File: config.mk
export PLATFORM = sky130hd
export DESIGN_NAME = semaphore_wait_queue_table
export DESIGN_NICKNAME = d
export VERILOG_FILES = /design/src/rtl/swqt_pkg.sv /design/src/rtl/swqt_ctrl.sv /design/src/rtl/swqt_dp.sv /design/src/rtl/semaphore_wait_queue_table.sv
export SDC_FILE = /design/constraint.sdc
export NUM_CORES = 2
export LEC_CHECK = 0
export BUFFER_PORTS_ARGS = -buffer_cell sky130_fd_sc_hd__buf_2
export CORE_ASPECT_RATIO = 1.25
export CORE_MARGIN = 2
export CORE_UTILIZATION = 50
export CTS_CLUSTER_DIAMETER = 60
export DETAILED_ROUTE_END_ITERATION = 10
export PLACE_DENSITY_LB_ADDON = 0.08
export SETUP_SLACK_MARGIN = 0.15
export SLEW_MARGIN = 20
export SYNTH_ARGS = -nofsm -noshare
export SYNTH_HDL_FRONTEND = slang
export SYNTH_SLANG_ARGS = --single-unit
export TNS_END_PERCENT = 10
File: constraint.sdc
create_clock -name clk -period 8.9 [get_ports clk]
set_input_delay 0 -clock clk [delete_from_list [all_inputs] [get_ports clk]]
set_output_delay 0 -clock clk [all_outputs]
set_load 0.1 [all_outputs]
File: src/rtl/swqt_pkg.sv
// Shared types and constants for the semaphore wait-queue table.
package swqt_pkg;
	localparam int NUM_PROCS = 32;
	localparam int KEY_WIDTH = 32;
	localparam int PW = $clog2(NUM_PROCS);
	localparam int CW = $clog2(NUM_PROCS + 1);

	typedef enum logic [1:0] {
		REQ_INSERT = 2'd0,
		REQ_REMOVE = 2'd1,
		REQ_OUT    = 2'd2,
		REQ_PEEK   = 2'd3
	} req_t;

	typedef enum logic [1:0] {
		ST_OK       = 2'd0,
		ST_NO_FREE  = 2'd1,
		ST_NOTFOUND = 2'd2,
		ST_BLOCKED  = 2'd3
	} status_t;

	typedef enum logic [2:0] {
		S_IDLE,
		S_SCAN,
		S_READ,
		S_WALK,
		S_EXEC,
		S_DONE
	} state_t;

	typedef struct packed {
		logic load;
		logic scan_start;
		logic scan_step;
		logic rd;
		logic walk_step;
		logic exec;
	} cmd_t;

	typedef struct packed {
		logic scan_done;
		logic walk_done;
		logic early;
	} sts_t;
endpackage

File: src/rtl/swqt_ctrl.sv
// Controller state machine for the semaphore wait-queue table.
module swqt_ctrl (
	input  logic          clk,
	input  logic          arst_n,
	input  logic          in_fire,
	input  logic          out_busy,
	input  logic [1:0]    req_q,
	input  swqt_pkg::sts_t sts,
	output swqt_pkg::cmd_t cmd,
	output logic          idle,
	output logic          done
);
	import swqt_pkg::*;
	state_t state_q, state_d;

	always_ff @(posedge clk or negedge arst_n) begin
		if (!arst_n) state_q <= S_IDLE;
		else state_q <= state_d;
	end

	always_comb begin
		state_d = state_q;
		unique case (state_q)
			S_IDLE: if (in_fire) state_d = S_SCAN;
			S_SCAN: begin
				if (sts.early) state_d = S_DONE;
				else if (sts.scan_done) state_d = S_READ;
			end
			S_READ: state_d = (req_q == REQ_OUT) ? S_WALK : S_EXEC;
			S_WALK: if (sts.walk_done) state_d = S_EXEC;
			S_EXEC: state_d = S_DONE;
			S_DONE: if (!out_busy) state_d = S_IDLE;
			default: state_d = S_IDLE;
		endcase
	end

	always_comb begin
		cmd = '0;
		idle = 1'b0;
		done = 1'b0;
		unique case (state_q)
			S_IDLE: begin
				idle = 1'b1;
				cmd.load = in_fire;
				cmd.scan_start = in_fire;
			end
			S_SCAN: cmd.scan_step = 1'b1;
			S_READ: cmd.rd = 1'b1;
			S_WALK: cmd.walk_step = 1'b1;
			S_EXEC: cmd.exec = 1'b1;
			S_DONE: done = !out_busy;
			default: idle = 1'b0;
		endcase
	end
endmodule

File: src/rtl/swqt_dp.sv
// Datapath: descriptor and link stores, key scan, queue walk and update.
module swqt_dp (
	input  logic                     clk,
	input  logic                     arst_n,
	input  swqt_pkg::cmd_t           cmd,
	input  logic [1:0]               req_type,
	input  logic [31:0]              sem_key,
	input  logic [4:0]               pid,
	output logic [1:0]               req_q_o,
	output swqt_pkg::sts_t           sts,
	output logic [1:0]               res_status,
	output logic                     res_valid,
	output logic [4:0]               res_pid
);
	import swqt_pkg::*;

	logic [NUM_PROCS-1:0] act_q, blk_q;
	logic [KEY_WIDTH-1:0] key_mem [NUM_PROCS];
	logic [PW-1:0] head_mem [NUM_PROCS];
	logic [PW-1:0] tail_mem [NUM_PROCS];
	logic [PW-1:0] link_mem [NUM_PROCS];
	logic [PW-1:0] pdesc_mem [NUM_PROCS];
	logic [PW-1:0] free_mem [NUM_PROCS];
	logic [CW-1:0] free_top_q;
	logic [NUM_PROCS-1:0] free_init_q;

	logic [1:0] req_q;
	logic [KEY_WIDTH-1:0] key_q;
	logic [4:0] pid_q;
	logic [PW-1:0] ppid;
	logic pid_ok;
	logic [CW-1:0] idx_q;
	logic found_q;
	logic [PW-1:0] d_q, h_q, t_q, prev_q, pl_q;
	logic [PW-1:0] fr_q;
	logic walk_found_q;
	logic [1:0] st_q;
	logic v_q;
	logic [4:0] rp_q;
	logic [PW-1:0] ix;
	logic hit;

	assign req_q_o = req_q;
	assign ppid = pid_q[PW-1:0];
	assign pid_ok = 32'(pid_q) < NUM_PROCS;
	assign ix = idx_q[PW-1:0];
	assign hit = act_q[ix] && key_mem[ix] == key_q;
	assign sts.scan_done = found_q || idx_q == CW'(NUM_PROCS) ||
		(idx_q < CW'(NUM_PROCS) && hit) || req_q == REQ_OUT;
	assign sts.early = (req_q == REQ_INSERT && (!pid_ok || blk_q[ppid])) ||
		(req_q == REQ_OUT && (!pid_ok || !blk_q[ppid]));
	assign sts.walk_done = walk_found_q || h_q == ppid || prev_q == t_q;
	assign res_status = st_q;
	assign res_valid = v_q;
	assign res_pid = rp_q;

	always_ff @(posedge clk) begin
		if (cmd.load) begin
			req_q <= req_type;
			key_q <= KEY_WIDTH'(sem_key);
			pid_q <= pid;
		end
		if (cmd.scan_step) begin
			if (sts.early) begin
				st_q <= (req_q == REQ_INSERT && pid_ok) ? ST_BLOCKED : ST_NOTFOUND;
				v_q <= 1'b0;
				rp_q <= '0;
			end else if (req_q == REQ_OUT) begin
				d_q <= pdesc_mem[ppid];
			end else if (!found_q && idx_q < CW'(NUM_PROCS) && hit) begin
				d_q <= ix;
			end
		end
		if (cmd.rd) begin
			h_q <= head_mem[d_q];
			t_q <= tail_mem[d_q];
			prev_q <= head_mem[d_q];
			fr_q <= free_init_q[free_top_q[PW-1:0] - PW'(1)] ?
				free_mem[free_top_q[PW-1:0] - PW'(1)] : free_top_q[PW-1:0] - PW'(1);
			pl_q <= link_mem[ppid];
			walk_found_q <= 1'b0;
		end
		if (cmd.walk_step && !sts.walk_done) begin
			if (link_mem[prev_q] == ppid) walk_found_q <= 1'b1;
			else prev_q <= link_mem[prev_q];
		end
		if (cmd.exec) begin
			unique case (req_q)
				REQ_INSERT: begin
					v_q <= 1'b0;
					rp_q <= '0;
					st_q <= (!found_q && free_top_q == '0) ? ST_NO_FREE : ST_OK;
					if (!found_q) begin
						if (free_top_q != '0) begin
							key_mem[fr_q] <= key_q;
							head_mem[fr_q] <= ppid;
							tail_mem[fr_q] <= ppid;
							pdesc_mem[ppid] <= fr_q;
						end
					end else begin
						link_mem[t_q] <= ppid;
						tail_mem[d_q] <= ppid;
						pdesc_mem[ppid] <= d_q;
					end
				end
				REQ_REMOVE, REQ_PEEK: begin
					if (!found_q) begin
						st_q <= ST_NOTFOUND;
						v_q <= 1'b0;
						rp_q <= '0;
					end else begin
						st_q <= ST_OK;
						v_q <= 1'b1;
						rp_q <= 5'(h_q);
						if (req_q == REQ_REMOVE && t_q != h_q)
							head_mem[d_q] <= link_mem[h_q];
					end
				end
				REQ_OUT: begin
					st_q <= ST_OK;
					v_q <= 1'b1;
					rp_q <= pid_q;
					if (h_q == ppid) begin
						if (t_q != ppid) head_mem[d_q] <= pl_q;
					end else if (walk_found_q) begin
						if (t_q == ppid) tail_mem[d_q] <= prev_q;
						else link_mem[prev_q] <= pl_q;
					end
				end
				default: begin
					st_q <= ST_OK;
					v_q <= 1'b0;
					rp_q <= '0;
				end
			endcase
		end
		if (cmd.exec && free_top_q < CW'(NUM_PROCS)) begin
			if ((req_q == REQ_REMOVE && found_q && t_q == h_q) ||
				(req_q == REQ_OUT && h_q == ppid && t_q == ppid))
				free_mem[free_top_q[PW-1:0]] <= d_q;
		end
	end

	always_ff @(posedge clk or negedge arst_n) begin
		if (!arst_n) begin
			act_q <= '0;
			blk_q <= '0;
			free_top_q <= CW'(NUM_PROCS);
			free_init_q <= '0;
			idx_q <= '0;
			found_q <= 1'b0;
		end else begin
			if (cmd.scan_start) begin
				idx_q <= '0;
				found_q <= 1'b0;
			end else if (cmd.scan_step && !found_q) begin
				if (req_q == REQ_OUT) found_q <= 1'b1;
				else if (idx_q < CW'(NUM_PROCS) && hit) found_q <= 1'b1;
				else if (idx_q < CW'(NUM_PROCS)) idx_q <= idx_q + CW'(1);
			end
			if (cmd.exec) begin
				unique case (req_q)
					REQ_INSERT: begin
						if (!found_q) begin
							if (free_top_q != '0) begin
								free_top_q <= free_top_q - CW'(1);
								act_q[fr_q] <= 1'b1;
								blk_q[ppid] <= 1'b1;
							end
						end else blk_q[ppid] <= 1'b1;
					end
					REQ_REMOVE: if (found_q) begin
						blk_q[h_q] <= 1'b0;
						if (t_q == h_q) begin
							act_q[d_q] <= 1'b0;
							if (free_top_q < CW'(NUM_PROCS)) begin
								free_top_q <= free_top_q + CW'(1);
								free_init_q[free_top_q[PW-1:0]] <= 1'b1;
							end
						end
					end
					REQ_OUT: begin
						blk_q[ppid] <= 1'b0;
						if (h_q == ppid && t_q == ppid) begin
							act_q[d_q] <= 1'b0;
							if (free_top_q < CW'(NUM_PROCS)) begin
								free_top_q <= free_top_q + CW'(1);
								free_init_q[free_top_q[PW-1:0]] <= 1'b1;
							end
						end
					end
					default: free_top_q <= free_top_q;
				endcase
			end
		end
	end
endmodule

File: src/rtl/semaphore_wait_queue_table.sv
// Top level of the semaphore wait-queue table.
// channel  | handshake         | payload
// request  | in_valid/in_ready | req_type sem_key pid
// result   | out_valid/out_ready | status pid_valid result_pid
// One request at a time, in steps load, key scan (one descriptor a
// cycle), read, queue walk for a take-out (one link a cycle), update
// and hand-off.
// Reset empties all queues and fills the free stack at once.
// A stalled result holds; the next request is taken while it waits.
module semaphore_wait_queue_table (
	input  logic        clk,
	input  logic        arst_n,
	input  logic        in_valid,
	output logic        in_ready,
	input  logic [1:0]  req_type,
	input  logic [31:0] sem_key,
	input  logic [4:0]  pid,
	output logic        out_valid,
	input  logic        out_ready,
	output logic [1:0]  status,
	output logic        pid_valid,
	output logic [4:0]  result_pid
);
	import swqt_pkg::*;
	cmd_t cmd;
	sts_t sts;
	logic idle, done, in_fire;
	logic [1:0] req_q, st;
	logic v;
	logic [4:0] rp;

	assign in_fire = in_valid && in_ready;

	swqt_ctrl u_ctrl (.clk, .arst_n, .in_fire, .out_busy(out_valid && !out_ready),
		.req_q, .sts, .cmd, .idle, .done);
	swqt_dp u_dp (.clk, .arst_n, .cmd, .req_type, .sem_key, .pid, .req_q_o(req_q),
		.sts, .res_status(st), .res_valid(v), .res_pid(rp));

	always_ff @(posedge clk or negedge arst_n) begin
		if (!arst_n) out_valid <= 1'b0;
		else if (done) out_valid <= 1'b1;
		else if (out_ready) out_valid <= 1'b0;
	end
	always_ff @(posedge clk) begin
		if (done) begin
			status <= st;
			pid_valid <= v;
			result_pid <= rp;
		end
	end
	assign in_ready = idle;

	a_one: assert property (@(posedge clk) disable iff (!arst_n) done |=> out_valid)
		else $error("result lost");
	a_idle: assert property (@(posedge clk) disable iff (!arst_n)
		in_fire |=> !in_ready) else $error("second request accepted");
	a_pv: assert property (@(posedge clk) disable iff (!arst_n)
		out_valid && !pid_valid |-> result_pid == 5'd0) else $error("stray pid");
endmodule
# Word-level counts from Yosys, hierarchy flattened
# Memories as Yosys holds them, arrays and structs flattened. A register that Yosys moved wholly into a read port is not among the register bits.
# Index checks and enable logic that the tools add are counted.
dict set report word_totals {
  regBits 189
  ram_bits 1824
  input_bits 43
  out_inout_bits 10
  elab_cells 285
  memories 6
}
# name words width read_ports rd_ports_with_merged_regs write_ports line_no
set mem_list {}
lappend mem_list {u_dp.key_mem 32 32 1 0 1 swqt_dp.sv:18} ;# logic [KEY_WIDTH-1:0] key_mem [NUM_PROCS];
lappend mem_list {u_dp.free_mem 32 5 1 0 1 swqt_dp.sv:23} ;# logic [PW-1:0] free_mem [NUM_PROCS];
lappend mem_list {u_dp.head_mem 32 5 1 1 1 swqt_dp.sv:19} ;# logic [PW-1:0] head_mem [NUM_PROCS];
lappend mem_list {u_dp.link_mem 32 5 3 3 1 swqt_dp.sv:21} ;# logic [PW-1:0] link_mem [NUM_PROCS];
lappend mem_list {u_dp.pdesc_mem 32 5 1 1 1 swqt_dp.sv:22} ;# logic [PW-1:0] pdesc_mem [NUM_PROCS];
lappend mem_list {u_dp.tail_mem 32 5 1 1 1 swqt_dp.sv:20} ;# logic [PW-1:0] tail_mem [NUM_PROCS];
dict set report classes {
  addsub 4
  magnitude_cmp 14
  n_eq_ne 29
  n_mux 137
  bitwise_logic 13
  reduce_logical 60
}
# op count
set op_table {}
lappend op_table {{32-bit 2-to-1 mux} 12}
lappend op_table {{32-bit case mux with 3 select lines} 2}
lappend op_table {{5-bit 2-to-1 mux} 22}
lappend op_table {{32-bit AND} 3}
lappend op_table {{32-bit NOT} 3}
lappend op_table {{32-bit bitwise OR} 3}
lappend op_table {{6-bit 2-to-1 mux} 11}
lappend op_table {{1-bit 2-to-1 mux} 65}
lappend op_table {{32-bit case mux with 2 select lines} 1}
lappend op_table {{5-bit by 6-bit < comparator with 1-bit output (second input constant)} 7}
lappend op_table {{32-bit == test} 1}
lappend op_table {{1-bit demux with 5-bit select} 5}
lappend op_table {{5-bit == test} 5}
lappend op_table {{5-bit by 1-bit >= comparator with 1-bit output (second input constant)} 5}
lappend op_table {{1-bit logical AND} 23}
lappend op_table {{3-bit 2-to-1 mux} 6}
lappend op_table {{3-bit case mux with 6 select lines} 1}
lappend op_table {{6-bit case mux with 3 select lines} 1}
lappend op_table {{1-bit binary-select mux with 5-bit select} 3}
lappend op_table {{5-bit case mux with 3 select lines} 1}
lappend op_table {{5-bit OR reduction} 3}
lappend op_table {{2-bit nonzero test} 7}
lappend op_table {{6-bit by 1-bit adder with 6-bit output (second input constant)} 2}
lappend op_table {{6-bit < comparator (second input constant)} 2}
lappend op_table {{31 further kinds} 63}

# Longest topological paths before layout
dict set report logic_depth {
  ltp_word 10
  ltp_mapped 16
  mapped_depth_nobuf 10
}

# Cells and area by module
# From an unflattened synthesis, not the netlist that was laid out.
dict set report unflattened {
  hier_cells 4339
  hier_area_um2 83846.7
}
# mod n_inst cells_per_inst area_per_inst_um2 seq_area_each_um2
set modules_own_cells {}
lappend modules_own_cells {swqt_dp 1 4289 83254.8 60083.9}
lappend modules_own_cells {swqt_ctrl 1 38 300.3 75.1}
lappend modules_own_cells {semaphore_wait_queue_table 1 12 291.5 265.3}

# Worst setup path after synthesis
# No wires, ideal clock.
dict set report synth_path {
  path_kind {flip-flop to flip-flop}
  from {register u_dp.free_top_q[0]}
  to {memory u_dp.key_mem[31][0], enable pin}
  setup_time_ns 0.421
  arrival_time_ns 4.366
  required_time_ns 8.479
  setup_slack_ns 4.113
  path_stages_with_launch 10
  n_path_buf 3
  period_less_slack_ns 4.787
  cell_sequence {dfrtp_1 > buf_2 > buf_1 > clkbuf_1 > inv_1 > ha_1 > nor3b_1 > nor3_1 > nand3_1 > nor2_1}
}
dict set report synth_between {
  elab_chain_cells 6
}
# item line_no
set synth_lines {}
lappend synth_lines {{from (decl)} swqt_dp.sv:24} ;# logic [CW-1:0] free_top_q;
lappend synth_lines {{from (signal assigned)} swqt_dp.sv:148} ;# free_top_q <= CW'(NUM_PROCS);
lappend synth_lines {{from (signal assigned)} swqt_dp.sv:166} ;# free_top_q <= free_top_q - CW'(1);
lappend synth_lines {{from (signal assigned)} swqt_dp.sv:177} ;# free_top_q <= free_top_q + CW'(1);
lappend synth_lines {{6-bit nonzero test} swqt_dp.sv:94} ;# if (free_top_q != '0) begin
lappend synth_lines {{1-bit 2-to-1 mux} swqt_dp.sv:94}
lappend synth_lines {{1-bit 2-to-1 mux} swqt_dp.sv:93} ;# if (!found_q) begin
lappend synth_lines {{1-bit 2-to-1 mux} swqt_dp.sv:88} ;# unique case (req_q)
lappend synth_lines {{1-bit 2-to-1 mux} swqt_dp.sv:87} ;# if (cmd.exec) begin
lappend synth_lines {{1-bit 2-to-1 mux (implied by the code)} swqt_dp.sv:95} ;# key_mem[fr_q] <= key_q;
lappend synth_lines {{to (decl)} swqt_dp.sv:18}
# Every way passes these cells.

==> qor.log <==
INFO  run_status     outcome=completed
INFO  setup_path     setup.worst_path.class=register to register
INFO  yosys          synth_warnings=0
INFO  sta            clock_skew=28.3ps
INFO  hold_path      worst_hold_path_type=primary input to register
INFO  yosys          count_of_flip_flops_with_a_built_in_enable_after_synthesis=1904
INFO  setup_path     reg2reg_depth=11
INFO  detailed_routing drt.antenna.violating_nets=0
INFO  yosys          synth_top_cell_by_area=sky130_fd_sc_hd__edfxtp_1
INFO  pwr            cellPowerDensity=281nW/µm²
INFO  setup_path     critical_path.reg2reg.startpoint=u_dp.idx_q[0]$_DFFE_PN0P_
INFO  clocking       clock_tree_from_tritoncts=built
INFO  die            die_x=370µm
INFO  place          buffer_ports.inserted=52
INFO  cells_and_area total_number_of_nets_in_the_final_design=4661
INFO  yosys          synth_top_cell_area_share=0.683
INFO  clocking       cts_max_level=4
INFO  yosys          synthAdderAreaFrac=0.00233
INFO  hold_path      min_delay_worst_endpoint=out_valid$_DFFE_PN0P_
INFO  pwr            design_power_total=26.5mW
INFO  job            drv_cap=0
INFO  setup_path     crit_path_launch_type=register
INFO  yosys          synth_seq_cells=2038
INFO  pwr            vdd.ir_drop.worst=0.261mV
INFO  setup_path     setup.worst_path.end_class=register
INFO  hold_path      whs_path_depth=4
INFO  die            initial_core_util=0.505
INFO  clocking       clkSinkCount=2038
INFO  global_routing track_usage=0.268
INFO  setup_path     timing.reg2reg.setup_slack=3620ps
INFO  sta            fin_crit_sh=0.593
INFO  yosys          synth.area.mux_share=0.174
INFO  clocking       clkSlewWorstSetupHoldPaths=70ps
INFO  detailed_routing route.detailed.wl_per_inst=32.5µm
INFO  sta            setup-violations-final=0
INFO  pwr            total_leakage_power=30.0nW
INFO  yosys          synth_ff_type=sky130_fd_sc_hd__edfxtp_1
INFO  yosys          combinational_family_with_the_most_area_after_synthesis=multiplexers
INFO  detailed_routing drt_pre_antenna_iters=6
INFO  die            placement_rows=167
INFO  sta            timing.final.max_slew_violations=0
INFO  die            die-area=171000µm²
INFO  place          dpl-instance-area=86800µm²
INFO  detailed_routing routed_wl=227000µm
INFO  die            height_of_the_chip=461µm
INFO  detailed_routing route.detailed.drc=0
INFO  die            core=166000µm²
INFO  yosys          synthesized_area_fraction_occupied_by_ao_oa_aoi_and_oai_cells=0.0437
INFO  clocking       clock_insertion_delay_worst_skew=840ps
INFO  clocking       num_cts_buffers=199
INFO  yosys          async_reset_ff_frac=0.0554
INFO  sta            post_layout_min_period=5280ps
INFO  global_routing largest_net_degree_at_the_start_of_global_routing=120
INFO  hold_path      worstHoldStart=out_ready
INFO  clocking       cts_root_buffer=sky130_fd_sc_hd__clkbuf_16
INFO  setup_path     critical_path.max_fanout=119
INFO  sta            timing_hold_violations_final=0
INFO  cells_and_area mostFrequentLayoutCell=sky130_fd_sc_hd__edfxtp_1
INFO  cells_and_area syn_to_final_growth=12.6%
INFO  setup_path     worst_ep_required_time=9610ps
INFO  global_routing antenna_found_initial=2
INFO  clocking       cts.repair_timing.setup_buffer_count=0
INFO  sta            hold-worst-slack=96.4ps
INFO  setup_path     worstPathArrival=5990ps
INFO  sta            setup_total_negative_slack=0ps
INFO  sta            rsz0062_at_grt=no
INFO  yosys          syn_inst=4406
INFO  detailed_routing route.vias.total=43800
INFO  yosys          synthXorXnorAreaFrac=0.00659
INFO  yosys          count_of_distinct_cell_types_in_the_synthesized_netlist=79
INFO  yosys          sequential_share_of_the_synthesized_area=0.722
INFO  yosys          synth.area.top_cells=sky130_fd_sc_hd__edfxtp_1 (68%), sky130_fd_sc_hd__mux4_2 (14%), sky130_fd_sc_hd__dfrtp_1 (3.3%)
INFO  global_routing grt_total_ovfl=0
INFO  place          globalplace.congestion=0.868
INFO  yosys          post_synth_and_or_nand_nor_area_fraction=0.0353
INFO  clocking       clock_tree.buffer_depth=3
INFO  sta            worst_slew_margin_rel=0.214
INFO  yosys          mappedNetlistNets=4464
INFO  yosys          post_synth_instance_area=83700µm²
INFO  yosys          avgSynthCellArea=19.0µm²
INFO  cells_and_area drive_gt1_frac=0.235
INFO  place          detailed_place_hpwl=132000µm
INFO  global_routing first_global_vias=45000
INFO  sta            maxClockFrequency=0.189GHz
INFO  cells_and_area most_frequent_cells_in_the_layout=sky130_fd_sc_hd__edfxtp_1 (1904), sky130_fd_sc_hd__mux4_2 (509), sky130_fd_sc_hd__mux2i_1 (254), sky130_fd_sc_hd__nor2_1 (231), sky130_fd_sc_hd__clkbuf_16 (204)
INFO  cells_and_area n_fill_cell=12600
INFO  cells_and_area post_route_cell_area=94200µm²
INFO  die            num_io_pins=53
INFO  detailed_routing vias_per_cell=6.28
INFO  global_routing grt_pass1_wl=325000µm
INFO  sta            transition_at_the_pin_with_the_smallest_max_transition_slack=1170ps
INFO  detailed_routing detail_route.iter0.violations=4930
[metrics by stage]
stage / cells / worst slack, ps / utilization
3_5_place_dp: 6514 / 3540 / 0.523
6_report: 6969 / 3620 / 0.568
3_3_place_gp: 6513 / 3570 / 0.523
2_1_floorplan: 4406 / 4110 / -
5_1_grt: 6968 / 3280 / 0.568
4_1_cts: 6966 / 3510 / 0.568
[flip-flops by register name, summed over array words and instances, names as in the netlist, 6 cells and up, named ones only]
| signal | cells |
|---|---|
| u_dp.act_q | 32 |
| u_dp.blk_q | 32 |
| u_dp.free_init_q | 32 |
| u_dp.free_mem | 160 |
| u_dp.free_top_q | 6 |
| u_dp.head_mem | 160 |
| u_dp.idx_q | 6 |
| u_dp.key_mem | 1024 |
| u_dp.key_q | 32 |
| u_dp.link_mem | 160 |
| u_dp.pdesc_mem | 160 |
| u_dp.tail_mem | 160 |
[how the worst max path moves through the flow]
stage / to / cells past startpoint / startpoint
6_report: register / 11 / u_dp.idx_q[0]$_DFFE_PN0P_
5_1_grt: register / 11 / u_dp.idx_q[0]$_DFFE_PN0P_
4_1_cts: register / 11 / u_dp.idx_q[0]$_DFFE_PN0P_
3_5_place_dp: register / 11 / u_dp.idx_q[0]$_DFFE_PN0P_
3_3_place_gp: register / 11 / u_dp.idx_q[0]$_DFFE_PN0P_
2_1_floorplan: u_dp.key_mem[31][0]$_DFFE_PP_ / 9 / u_dp.free_top_q[0]$_DFFE_PN0P_
[layer usage]
metal,track usage,part of all wire,vias to the layer above
li1,-,-,18500
met1,0.356,0.40,23200
met2,0.457,0.51,1703
met3,0.0395,0.061,341
met4,0.0869,0.031,0
met5,0,0,-
[worst max-delay path, cell delays in order (launching register included)]
cell,delay (ps)
sky130_fd_sc_hd__dfrtp_4,930
sky130_fd_sc_hd__buf_12,660
sky130_fd_sc_hd__buf_12,390
sky130_fd_sc_hd__mux4_2,540
sky130_fd_sc_hd__o21ai_0,220
sky130_fd_sc_hd__a22oi_1,140
sky130_fd_sc_hd__xnor2_1,500
sky130_fd_sc_hd__nand4_1,190
sky130_fd_sc_hd__nor4_2,250
sky130_fd_sc_hd__nand4_1,310
sky130_fd_sc_hd__a21oi_4,530
sky130_fd_sc_hd__mux2_4,350
[cells in the mapped netlist, types with 21 or more instances]
master	instances
sky130_fd_sc_hd__o22ai_1	23
sky130_fd_sc_hd__dfxtp_1	21
sky130_fd_sc_hd__nand4_1	24
sky130_fd_sc_hd__mux2_2	40
sky130_fd_sc_hd__a22oi_1	124
sky130_fd_sc_hd__nor2b_1	27
sky130_fd_sc_hd__xor2_1	26
sky130_fd_sc_hd__nor2_1	266
sky130_fd_sc_hd__dfrtp_1	112
sky130_fd_sc_hd__nor3_1	32
sky130_fd_sc_hd__o21bai_1	33
sky130_fd_sc_hd__o221ai_1	30
sky130_fd_sc_hd__edfxtp_1	1904
sky130_fd_sc_hd__nand3_1	30
sky130_fd_sc_hd__xnor2_1	37
sky130_fd_sc_hd__clkbuf_1	164
sky130_fd_sc_hd__mux4_2	509
sky130_fd_sc_hd__a221oi_1	23
sky130_fd_sc_hd__inv_1	21
sky130_fd_sc_hd__nand2_1	142
sky130_fd_sc_hd__mux2i_1	256
sky130_fd_sc_hd__buf_1	38
sky130_fd_sc_hd__o21ai_0	135
sky130_fd_sc_hd__a21oi_1	99
sky130_fd_sc_hd__buf_2	36
[logic make-up after synthesis]
family,Yosys count
adder cells (fa/ha/maj),15
buffers and inverters,294
XOR/XNOR,63
flip-flops,2038
multiplexers,811
AND/OR/NAND/NOR,632
AO/OA/AOI/OAI,553
[layout make-up]
cell class / instances / area (µm²) / area share
clock inverters: 108 / 1070 / 0.0114
flip-flops and latches: 2038 / 60400 / 0.641
clock buffers: 260 / 5410 / 0.0574
inverters: 22 / 83.8 / 0.000890
well taps: 2197 / 2750 / 0.0292
diodes: 2 / 5.00 / 0.0000531
repair buffers: 268 / 2190 / 0.0232
multi-input cells: 2074 / 22300 / 0.236
[report_power, final]
| group | leakage (nW) | switching (mW) | internal (mW) |
|---|---|---|---|
| logic | 8.00 | 3.81 | 2.73 |
| registers | 18.8 | 0.458 | 11.1 |
| clock network | 3.16 | 3.60 | 4.83 |
[what timing repair did]
action                                 in CTS  in global routing
endpoints found under the hold margin     129                  0
hold buffers                               84                  0
resized for setup                           0                  0
Power figures use the tool's default switching activity.
